**config.mk**
```make
export PLATFORM = sky130hd
export DESIGN_NAME = monotone_spline_velocity
export DESIGN_NICKNAME = d
export VERILOG_FILES = /design/src/design/msv_pkg.sv /design/src/design/monotone_spline_velocity.sv /design/src/design/msv_fifo.sv /design/src/design/msv_front.sv /design/src/design/msv_back.sv
export SDC_FILE = /design/constraint.sdc
export NUM_CORES = 2
export LEC_CHECK = 0
export BUFFER_PORTS_ARGS = -buffer_cell sky130_fd_sc_hd__buf_2
export CAP_MARGIN = 20
export CORE_AREA = 3 3 324 645
export DETAILED_ROUTE_END_ITERATION = 10
export DIE_AREA = 0 0 327 648
export HOLD_SLACK_MARGIN = 0.12
export PLACE_DENSITY = 0.71
export SKIP_LAST_GASP = 1
export SLEW_MARGIN = 30
export SYNTH_ARGS = -nofsm -noshare
export SYNTH_HDL_FRONTEND = slang
export SYNTH_SLANG_ARGS = --single-unit
```
**constraint.sdc**
```tcl
create_clock -name clock -period 33.1 [get_ports clock]
set_clock_uncertainty 0.15 [all_clocks]
set_input_delay 6.62 -clock clock [delete_from_list [all_inputs] [get_ports clock]]
set_output_delay 6.62 -clock clock [all_outputs]
set_load 0.02 [all_outputs]
```
**src/design/msv_pkg.sv**
```systemverilog
// ----------------------------------------------------------------------------
// msv_pkg
// Types and constants shared by the monotone spline velocity block.
// ----------------------------------------------------------------------------
package msv_pkg;

   // Width of the wide product, numerator and divider datapath
   localparam int WIDE = 128;

   // Microseconds per second times three (Fritsch-Butland weight)
   localparam logic [31:0] US_SCALE = 32'd3000000;

   // Work handed from the front end to the back end, one per input that
   // produces results
   typedef struct packed {
      logic        compute;       // interior point, slope must be computed
      logic        neg;           // both position steps negative
      logic [31:0] h1;
      logic [31:0] h2;
      logic [31:0] m1;
      logic [31:0] m2;
      logic [31:0] velocity;      // value to emit when not computing
      logic        bad;
      logic        eot;
      logic        eor;
      logic        tail;          // last point: a second result follows
      logic [31:0] tail_velocity;
      logic        tail_bad;
   } job_type;

   // One result item
   typedef struct packed {
      logic [31:0] velocity;
      logic        bad_interval;
      logic        end_of_trajectory;
      logic        end_of_run;
   } rsp_type;

endpackage

```
**src/design/monotone_spline_velocity.sv**
```systemverilog
// ----------------------------------------------------------------------------
// monotone_spline_velocity
// Fritsch-Butland monotone cubic slopes for one joint's trajectory points.
// ----------------------------------------------------------------------------
// Points are pushed in order; each result appears one point late, and the
// last point of a trajectory of two or more points releases two results.
// A first or last point passes its velocity straight through. An interior
// point whose steps agree in sign goes through seven shift-add multiplies
// in the back end, which build the numerator and denominator, then a
// 128-step restoring divider forms the rounded slope. A job queue lets the
// front accept points while the back end works, and a result queue holds
// finished results until they are popped.
module monotone_spline_velocity #(
   parameter int JOB_DEPTH = 2,
   parameter int RSP_DEPTH = 2
) (
   input  logic        clock,
   input  logic        reset,
   input  logic        push,
   output logic        full,
   input  logic [31:0] req_time_us,
   input  logic [31:0] req_position,
   input  logic [31:0] req_velocity_in,
   input  logic        req_last_point,
   output logic        empty,
   input  logic        pop,
   output logic [31:0] rsp_velocity,
   output logic        rsp_bad_interval,
   output logic        rsp_end_of_trajectory,
   output logic        rsp_end_of_run
);

   localparam int JW = $bits(msv_pkg::job_type);
   localparam int RW = $bits(msv_pkg::rsp_type);

   msv_pkg::job_type job_w, job_q;
   msv_pkg::rsp_type rsp_w, rsp_q;
   logic             accept, job_push, job_full, job_empty, job_pop;
   logic             out_push, out_full;

   // input transfer
   assign full   = job_full;
   assign accept = push && !job_full;

   msv_front u_front (
      .clock       (clock),
      .reset       (reset),
      .accept      (accept),
      .time_us     (req_time_us),
      .position    (req_position),
      .velocity_in (req_velocity_in),
      .last_point  (req_last_point),
      .job_push    (job_push),
      .job         (job_w)
   );

   msv_fifo #(.WIDTH(JW), .DEPTH(JOB_DEPTH)) u_job_q (
      .clock     (clock),
      .reset     (reset),
      .push      (job_push),
      .push_data (job_w),
      .full      (job_full),
      .pop       (job_pop),
      .pop_data  (job_q),
      .empty     (job_empty)
   );

   msv_back u_back (
      .clock     (clock),
      .reset     (reset),
      .job_empty (job_empty),
      .job_data  (job_q),
      .job_pop   (job_pop),
      .out_full  (out_full),
      .out_push  (out_push),
      .out_data  (rsp_w)
   );

   msv_fifo #(.WIDTH(RW), .DEPTH(RSP_DEPTH)) u_rsp_q (
      .clock     (clock),
      .reset     (reset),
      .push      (out_push),
      .push_data (rsp_w),
      .full      (out_full),
      .pop       (pop),
      .pop_data  (rsp_q),
      .empty     (empty)
   );

   // result ports
   assign rsp_velocity          = rsp_q.velocity;
   assign rsp_bad_interval      = rsp_q.bad_interval;
   assign rsp_end_of_trajectory = rsp_q.end_of_trajectory;
   assign rsp_end_of_run        = rsp_q.end_of_run;

endmodule

```
**src/design/msv_fifo.sv**
```systemverilog
// ----------------------------------------------------------------------------
// msv_fifo
// Small register queue with push/full and pop/empty handshakes.
// ----------------------------------------------------------------------------
module msv_fifo #(
   parameter int WIDTH = 8,
   parameter int DEPTH = 2
) (
   input  logic             clock,
   input  logic             reset,
   input  logic             push,
   input  logic [WIDTH-1:0] push_data,
   output logic             full,
   input  logic             pop,
   output logic [WIDTH-1:0] pop_data,
   output logic             empty
);

   localparam int AW = (DEPTH > 1) ? $clog2(DEPTH) : 1;
   localparam int CW = $clog2(DEPTH + 1);

   logic [WIDTH-1:0] slot_ff [DEPTH];
   logic [AW-1:0]    wr_ff, wr_in, rd_ff, rd_in;
   logic [CW-1:0]    cnt_ff, cnt_in;
   logic             do_push, do_pop;

   assign full     = (cnt_ff == CW'(DEPTH));
   assign empty    = (cnt_ff == '0);
   assign do_push  = push && !full;
   assign do_pop   = pop && !empty;
   assign pop_data = slot_ff[rd_ff];

   // pointer and count update
   always_comb begin
      wr_in  = wr_ff;
      rd_in  = rd_ff;
      cnt_in = cnt_ff;
      if (do_push) begin
         wr_in = (wr_ff == AW'(DEPTH - 1)) ? '0 : wr_ff + 1'b1;
      end
      if (do_pop) begin
         rd_in = (rd_ff == AW'(DEPTH - 1)) ? '0 : rd_ff + 1'b1;
      end
      if (do_push && !do_pop) begin
         cnt_in = cnt_ff + 1'b1;
      end else if (do_pop && !do_push) begin
         cnt_in = cnt_ff - 1'b1;
      end
   end

   always_ff @(posedge clock) begin
      if (reset) begin
         wr_ff  <= '0;
         rd_ff  <= '0;
         cnt_ff <= '0;
      end else begin
         wr_ff  <= wr_in;
         rd_ff  <= rd_in;
         cnt_ff <= cnt_in;
      end
   end

   // storage
   always_ff @(posedge clock) begin
      if (do_push) begin
         slot_ff[wr_ff] <= push_data;
      end
   end

endmodule

```
**src/design/msv_front.sv**
```systemverilog
// ----------------------------------------------------------------------------
// msv_front
// Accepts trajectory points, keeps the two previous points and classifies
// each point into a job for the back end.
// ----------------------------------------------------------------------------
module msv_front (
   input  logic             clock,
   input  logic             reset,
   input  logic             accept,
   input  logic [31:0]      time_us,
   input  logic [31:0]      position,
   input  logic [31:0]      velocity_in,
   input  logic             last_point,
   output logic             job_push,
   output msv_pkg::job_type job
);

   logic [31:0] prev_time_ff, prev_pos_ff, older_time_ff, older_pos_ff;
   logic [31:0] first_vel_ff;
   logic [1:0]  seen_ff, seen_in;
   logic        bad1, bad2, flat;
   logic [32:0] d1, d2, a1, a2;

   // step checks and position steps
   always_comb begin
      bad2 = !(time_us > prev_time_ff);
      bad1 = !(prev_time_ff > older_time_ff);
      d1   = {prev_pos_ff[31], prev_pos_ff} - {older_pos_ff[31], older_pos_ff};
      d2   = {position[31], position} - {prev_pos_ff[31], prev_pos_ff};
      a1   = d1[32] ? (33'd0 - d1) : d1;
      a2   = d2[32] ? (33'd0 - d2) : d2;
      flat = (d1 == '0) || (d2 == '0) || (d1[32] != d2[32]);
   end

   // job record
   always_comb begin
      job               = '0;
      job.h1            = prev_time_ff - older_time_ff;
      job.h2            = time_us - prev_time_ff;
      job.m1            = a1[31:0];
      job.m2            = a2[31:0];
      job.neg           = d1[32];
      job.tail          = last_point;
      job.tail_velocity = velocity_in;
      job.tail_bad      = bad2;
      job.eor           = !last_point;
      priority if (seen_ff == 2'd0) begin
         // single-point trajectory
         job.velocity = velocity_in;
         job.eot      = 1'b1;
         job.eor      = 1'b1;
         job.tail     = 1'b0;
      end else if (seen_ff == 2'd1) begin
         job.velocity = first_vel_ff;
         job.bad      = bad2;
      end else begin
         job.bad      = bad1 || bad2;
         job.compute  = !(bad1 || bad2) && !flat;
      end
   end

   assign job_push = accept && ((seen_ff != 2'd0) || last_point);

   // point history
   always_comb begin
      seen_in = seen_ff;
      if (accept) begin
         if (last_point) begin
            seen_in = 2'd0;
         end else begin
            seen_in = (seen_ff == 2'd0) ? 2'd1 : 2'd2;
         end
      end
   end

   always_ff @(posedge clock) begin
      if (reset) begin
         seen_ff <= 2'd0;
      end else begin
         seen_ff <= seen_in;
      end
   end

   always_ff @(posedge clock) begin
      if (reset) begin
         prev_time_ff  <= '0;
         prev_pos_ff   <= '0;
         older_time_ff <= '0;
         older_pos_ff  <= '0;
         first_vel_ff  <= '0;
      end else if (accept && !last_point) begin
         if (seen_ff == 2'd0) begin
            first_vel_ff <= velocity_in;
         end else begin
            older_time_ff <= prev_time_ff;
            older_pos_ff  <= prev_pos_ff;
         end
         prev_time_ff <= time_us;
         prev_pos_ff  <= position;
      end
   end

endmodule

```
**src/design/msv_back.sv**
```systemverilog
// ----------------------------------------------------------------------------
// msv_back
// Carries out jobs: shift-add multiplier for the numerator and denominator,
// then a restoring divider, rounding and saturation; emits result items.
// ----------------------------------------------------------------------------
module msv_back (
   input  logic             clock,
   input  logic             reset,
   input  logic             job_empty,
   input  msv_pkg::job_type job_data,
   output logic             job_pop,
   input  logic             out_full,
   output logic             out_push,
   output msv_pkg::rsp_type out_data
);

   localparam int W = msv_pkg::WIDE;

   localparam logic [2:0] S_IDLE = 3'd0;
   localparam logic [2:0] S_MUL  = 3'd1;
   localparam logic [2:0] S_DIV  = 3'd2;
   localparam logic [2:0] S_EMIT = 3'd3;
   localparam logic [2:0] S_TAIL = 3'd4;

   // multiply steps
   localparam logic [2:0] OP_SCALE = 3'd0;  // 3e6 * (h1+h2)
   localparam logic [2:0] OP_NUM1  = 3'd1;  // * m1
   localparam logic [2:0] OP_NUM2  = 3'd2;  // * m2 -> numerator
   localparam logic [2:0] OP_DENA  = 3'd3;  // h1 * (h1+2h2)
   localparam logic [2:0] OP_DENB  = 3'd4;  // * m2 -> denominator
   localparam logic [2:0] OP_DENC  = 3'd5;  // h2 * (2h1+h2)
   localparam logic [2:0] OP_DEND  = 3'd6;  // * m1, added to denominator

   logic [2:0]       state_ff, state_in;
   logic [2:0]       op_ff, op_in;
   logic [5:0]       bit_ff, bit_in;
   logic [6:0]       step_ff, step_in;
   msv_pkg::job_type job_ff, job_in;
   logic [W-1:0]     a_ff, a_in, acc_ff, acc_in;
   logic [33:0]      b_ff, b_in;
   logic [W-1:0]     num_ff, num_in, den_ff, den_in, quo_ff, quo_in;
   logic [W:0]       rem_ff, rem_in;
   logic [31:0]      vel_ff, vel_in;
   logic [W-1:0]     prod, den_sum, q_next, lim;
   logic [W:0]       rem_sh;
   logic             ge;
   logic [31:0]      mag;
   logic [33:0]      sum_h, e1, e2;
   logic [2:0]       nop;

   // step operand sums
   always_comb begin
      sum_h = {2'b0, job_ff.h1} + {2'b0, job_ff.h2};
      e1    = {2'b0, job_ff.h1} + {1'b0, job_ff.h2, 1'b0};
      e2    = {1'b0, job_ff.h1, 1'b0} + {2'b0, job_ff.h2};
   end

   // one multiply step and one divide step
   always_comb begin
      prod    = acc_ff + (b_ff[0] ? a_ff : '0);
      den_sum = den_ff + prod;
      rem_sh  = {rem_ff[W-1:0], quo_ff[W-1]};
      ge      = (rem_sh >= {1'b0, den_ff});
      q_next  = {quo_ff[W-2:0], ge};
      lim     = job_ff.neg ? W'(33'h080000000) : W'(33'h07FFFFFFF);
      mag     = (q_next > lim) ? lim[31:0] : q_next[31:0];
      nop     = op_ff + 1'b1;
   end

   assign job_pop  = (state_ff == S_IDLE) && !job_empty;
   assign out_push = ((state_ff == S_EMIT) || (state_ff == S_TAIL)) && !out_full;

   always_comb begin
      if (state_ff == S_TAIL) begin
         out_data = {job_ff.tail_velocity, job_ff.tail_bad, 1'b1, 1'b1};
      end else begin
         out_data = {vel_ff, job_ff.bad, job_ff.eot, job_ff.eor};
      end
   end

   // sequencer
   always_comb begin
      state_in = state_ff;
      op_in    = op_ff;
      bit_in   = bit_ff;
      step_in  = step_ff;
      job_in   = job_ff;
      a_in     = a_ff;
      b_in     = b_ff;
      acc_in   = acc_ff;
      num_in   = num_ff;
      den_in   = den_ff;
      quo_in   = quo_ff;
      rem_in   = rem_ff;
      vel_in   = vel_ff;
      unique case (state_ff)
         S_IDLE: begin
            if (!job_empty) begin
               job_in = job_data;
               vel_in = job_data.velocity;
               op_in  = OP_SCALE;
               bit_in = '0;
               acc_in = '0;
               a_in   = W'(msv_pkg::US_SCALE);
               b_in   = {2'b0, job_data.h1} + {2'b0, job_data.h2};
               state_in = job_data.compute ? S_MUL : S_EMIT;
            end
         end
         S_MUL: begin
            acc_in = prod;
            a_in   = {a_ff[W-2:0], 1'b0};
            b_in   = {1'b0, b_ff[33:1]};
            bit_in = bit_ff + 1'b1;
            if (bit_ff == 6'd33) begin
               bit_in = '0;
               acc_in = '0;
               op_in  = nop;
               if (op_ff == OP_NUM2) begin
                  num_in = prod;
               end else if (op_ff == OP_DENB) begin
                  den_in = prod;
               end
               // next operands
               unique case (nop)
                  OP_NUM1: begin a_in = prod;            b_in = {2'b0, job_ff.m1}; end
                  OP_NUM2: begin a_in = prod;            b_in = {2'b0, job_ff.m2}; end
                  OP_DENA: begin a_in = W'(job_ff.h1);   b_in = e1;                end
                  OP_DENB: begin a_in = prod;            b_in = {2'b0, job_ff.m2}; end
                  OP_DENC: begin a_in = W'(job_ff.h2);   b_in = e2;                end
                  OP_DEND: begin a_in = prod;            b_in = {2'b0, job_ff.m1}; end
                  default: begin a_in = '0;              b_in = sum_h;             end
               endcase
               if (op_ff == OP_DEND) begin
                  // divide (2 num + den) by 2 den for round-half-away
                  quo_in   = {num_ff[W-2:0], 1'b0} + den_sum;
                  den_in   = {den_sum[W-2:0], 1'b0};
                  rem_in   = '0;
                  step_in  = '0;
                  state_in = S_DIV;
               end
            end
         end
         S_DIV: begin
            rem_in  = ge ? (rem_sh - {1'b0, den_ff}) : rem_sh;
            quo_in  = q_next;
            step_in = step_ff + 1'b1;
            if (step_ff == 7'(W - 1)) begin
               vel_in   = job_ff.neg ? (32'd0 - mag) : mag;
               state_in = S_EMIT;
            end
         end
         S_EMIT: begin
            if (!out_full) begin
               state_in = job_ff.tail ? S_TAIL : S_IDLE;
            end
         end
         S_TAIL: begin
            if (!out_full) begin
               state_in = S_IDLE;
            end
         end
         default: begin
            state_in = S_IDLE;
         end
      endcase
   end

   always_ff @(posedge clock) begin
      if (reset) begin
         state_ff <= S_IDLE;
      end else begin
         state_ff <= state_in;
      end
   end

   // datapath registers
   always_ff @(posedge clock) begin
      op_ff   <= op_in;
      bit_ff  <= bit_in;
      step_ff <= step_in;
      job_ff  <= job_in;
      a_ff    <= a_in;
      b_ff    <= b_in;
      acc_ff  <= acc_in;
      num_ff  <= num_in;
      den_ff  <= den_in;
      quo_ff  <= quo_in;
      rem_ff  <= rem_in;
      vel_ff  <= vel_in;
   end

endmodule
```
==> results.yml <==
synthesis:
  synth_edf_count: 1483
  ys_seq_area_share_pct: 42.78
  ys_types: 104
  ys_ff_latch: 1658
  async_reset_ff_share_pct: 0
  synthCells: 11920
  synthFlopType: "edfxtp_1"
  yosys_warnings: 0
  synth_fp_nets: 12840
  syn_area_um2: 112300
  synth_area_per_cell_um2: 9.423
floorplan:
  die_w_um: 327
  io-pin-count: 138
  die_h_um: 648
  coreArea_um2: 204900
  initial_utilization_pct: 54.79
  die_area_um2: 211900
  rows: 235
critical_path:
  r2r_start: "u_back.b_ff[0]"
  crit_arrival_ns: 14.53
  rr_worst_depth: 35
  ff2ff_setup_slack_ns: 19.01
  cp_max_fo: 72
  slowest_delay_ns: 0.78
  crit_end: "u_back.quo_ff[125]"
  cp-end-kind: "flop"
  critPathLaunchType: "flop"
  critical_path_class: "reg2reg"
  crit_slowest_cell: "o21ai_1"
  crit_top_cell: "nand4_1"
  worstSetupStartpoint: "u_back.b_ff[0]"
  cp.required_ns: 33.54
  r2r_end: "u_back.quo_ff[125]"
route:
  viasPerCell: 6.576
  dr.pass1.iters: 9
  postRouteAntennaNets: 0
  drc: 0
  drt-total-wl_mm: 443.1
  drt_iter0_drc: 8261
  vias: 96340
  wl_per_cell_um: 30.25
timing:
  worst_pin_slew_ns: 1.200
  hold_viol: 0
  drv_slew: 0
  rsz0062_at_grt: "false"
  period_needed_ns: 14.09
  fin_crit_sh_pct: 42.57
  setup_viol: 0
  fmax_mhz: 70.97
  setup_tns_ns: 0
  relSlewSlack_pct: 19.41
finish:
  fin_cells: 14650
  drive_gt1_share_pct: 8.472
  area_growth_pct: 8.163
  num-nets-final: 12700
placed_design:
  gp_congestion: 1.097
  post-dp-hpwl_mm: 341.5
  place.port_buffers: 137
  dp_cells: 14330
grt:
  overflow: 0
  grt_max_degree: 154
  grt_pass1_wl_mm: 638.6
  grt_pass1_vias: 97600
  grt_use_total_pct: 41.07
  antenna_found_initial: 27
clock_tree:
  postCtsHoldBufs: 0
  clk_pin_slew_ns: 0.07
  htree_levels: 4
  clock_sinks: 1658
  root_buffer: "clkbuf_16"
  cts_setup_buffers: 0
  cts-resized-gates: 0
  cts_buffer_depth: 4
  cts_tree: "done"
  cts_made_buffers: 163
  clock_latency_ns: 0.92
run_status:
  status: "completed"
job:
  drv_cap: 0
min_path:
  hold_path.class: "reg2reg"
## cell usage after synthesis, drive strengths merged (75+ instances only)
master,count,area (µm²)
a21o,461,3465
nand2b,96,600.6
nor3,148,745.7
xor2,304,2670
edfxtp,1483,44530
clkbuf,552,2074
a221oi,75,669.4
ha,807,10100
dfxtp,175,3503
and2,224,1401
nand3,160,805.8
nor4,78,494.2
xnor2,471,4125
mux2,263,2962
o21ai,713,3576
o21bai,178,1340
a211oi,102,765.7
a21oi,1332,6670
nor2b,112,700.7
o21a,108,810.8
a31oi,82,513.0
nand2,1345,5051
nor2,892,3351
inv,565,2121
nand4,272,1702
## registers in the layout, summed over array words and instances (netlist names), 6 cells and up, named ones only
name / flops
u_back.den_ff: 128
u_back.quo_ff: 128
u_back.rem_ff: 128
u_front.prev_time_ff: 32
u_front.prev_pos_ff: 32
u_back.vel_ff: 32
u_back.job_ff: 166
u_back.bit_ff: 6
u_back.b_ff: 34
u_back.acc_ff: 128
u_back.a_ff: 128
u_front.first_vel_ff: 32
u_rsp_q.slot_ff: 70
u_front.older_time_ff: 32
u_job_q.slot_ff: 398
u_back.step_ff: 7
u_back.num_ff: 127
u_front.older_pos_ff: 32
## stage by stage
step | area (µm²) | setup WS (ns) | utilization [%] | hold WS, ns
floorplan | 112300 | 11.47 | - | 0.2860
global placement | 115600 | 19.40 | 56.39 | 0.2910
detailed placement | 115800 | 19.40 | 56.50 | 0.2961
CTS | 121100 | 19.35 | 59.08 | 0.3052
global route | 121400 | 18.72 | 59.24 | 0.3268
finish | 121400 | 19.01 | 59.26 | 0.3026
## cells in the final DEF (no fill, tap or decap), drive strengths merged, types with 102 or more instances in the layout
cell,Yosys,routed
xor2,304,304
buf,59,308
nor2b,112,112
o21bai,178,178
nor3,148,148
ha,807,807
and2,224,224
a211oi,102,102
nand4,272,272
a21oi,1332,1332
inv,565,573
mux2,263,263
xnor2,471,471
o21ai,713,713
nand3,160,160
edfxtp,1483,1483
clkbuf,552,188
nand2,1345,1345
dfxtp,175,175
o21a,108,108
a21o,461,461
nor2,892,892
## cell type report
type	instances	area (µm²)
multi-input cells	9082	60400
flip-flops and latches	1658	48040
well taps	2725	3410
repair buffers	308	2110
clock inverters	97	1071
inverters	565	2123
diodes	26	65.06
fillers	17690	83490
clock buffers	188	4224
## worst min-delay path by stage
| stage | from | end | slack [ns] | cells past startpoint |
|---|---|---|---|---|
| final | u_front.older_time_ff[15] | u_front.older_time_ff[15] | 0.30 | 2 |
| after global routing | u_front.older_time_ff[14] | u_front.older_time_ff[14] | 0.33 | 2 |
| after CTS | u_front.first_vel_ff[31] | u_front.first_vel_ff[31] | 0.31 | 2 |
| after detailed placement | u_front.first_vel_ff[21] | u_front.first_vel_ff[21] | 0.30 | 2 |
| after global placement | u_front.first_vel_ff[7] | u_front.first_vel_ff[7] | 0.29 | 2 |
| after floorplan | u_front.first_vel_ff[0] | u_front.first_vel_ff[0] | 0.29 | 2 |
## routing by layer
layer	up-vias	part of all wire [%]	track usage [%]
met5	-	0.023	0
met4	8	14	44.53
met3	2005	5.8	7.434
met2	4558	51	74.88
met1	46360	29	35.90
li1	43400	-	-
## cell families (layout without fill, tap and decap cells)
family / after synthesis / count (layout) / synth area share, %
other: 0 / 26 / 0
xor gates and xnor gates: 775 / 775 / 6.052
and+or+nand+nor: 3563 / 3563 / 14.71
muxes: 331 / 331 / 3.244
AOI/OAI and AO/OA: 3594 / 3594 / 20.03
buffers and inverters: 1176 / 1158 / 3.980
adders and majority gates: 819 / 819 / 9.207
DFF: 1658 / 1658 / 42.78
## critical path: cells and delay by family (launching register included)
kind	cells	cell delay (ns)
adder cells (fa/ha/maj)	3	1.33
buffers and inverters	3	1.62
flip-flops	1	0.33
AND/OR/NAND/NOR	10	3.75
AO/OA/AOI/OAI	17	5.83
XOR/XNOR	2	0.78
Power is left out: the tool's default activity adds up to more than one toggle a clock period on the data nets, which glitch-free logic cannot reach.
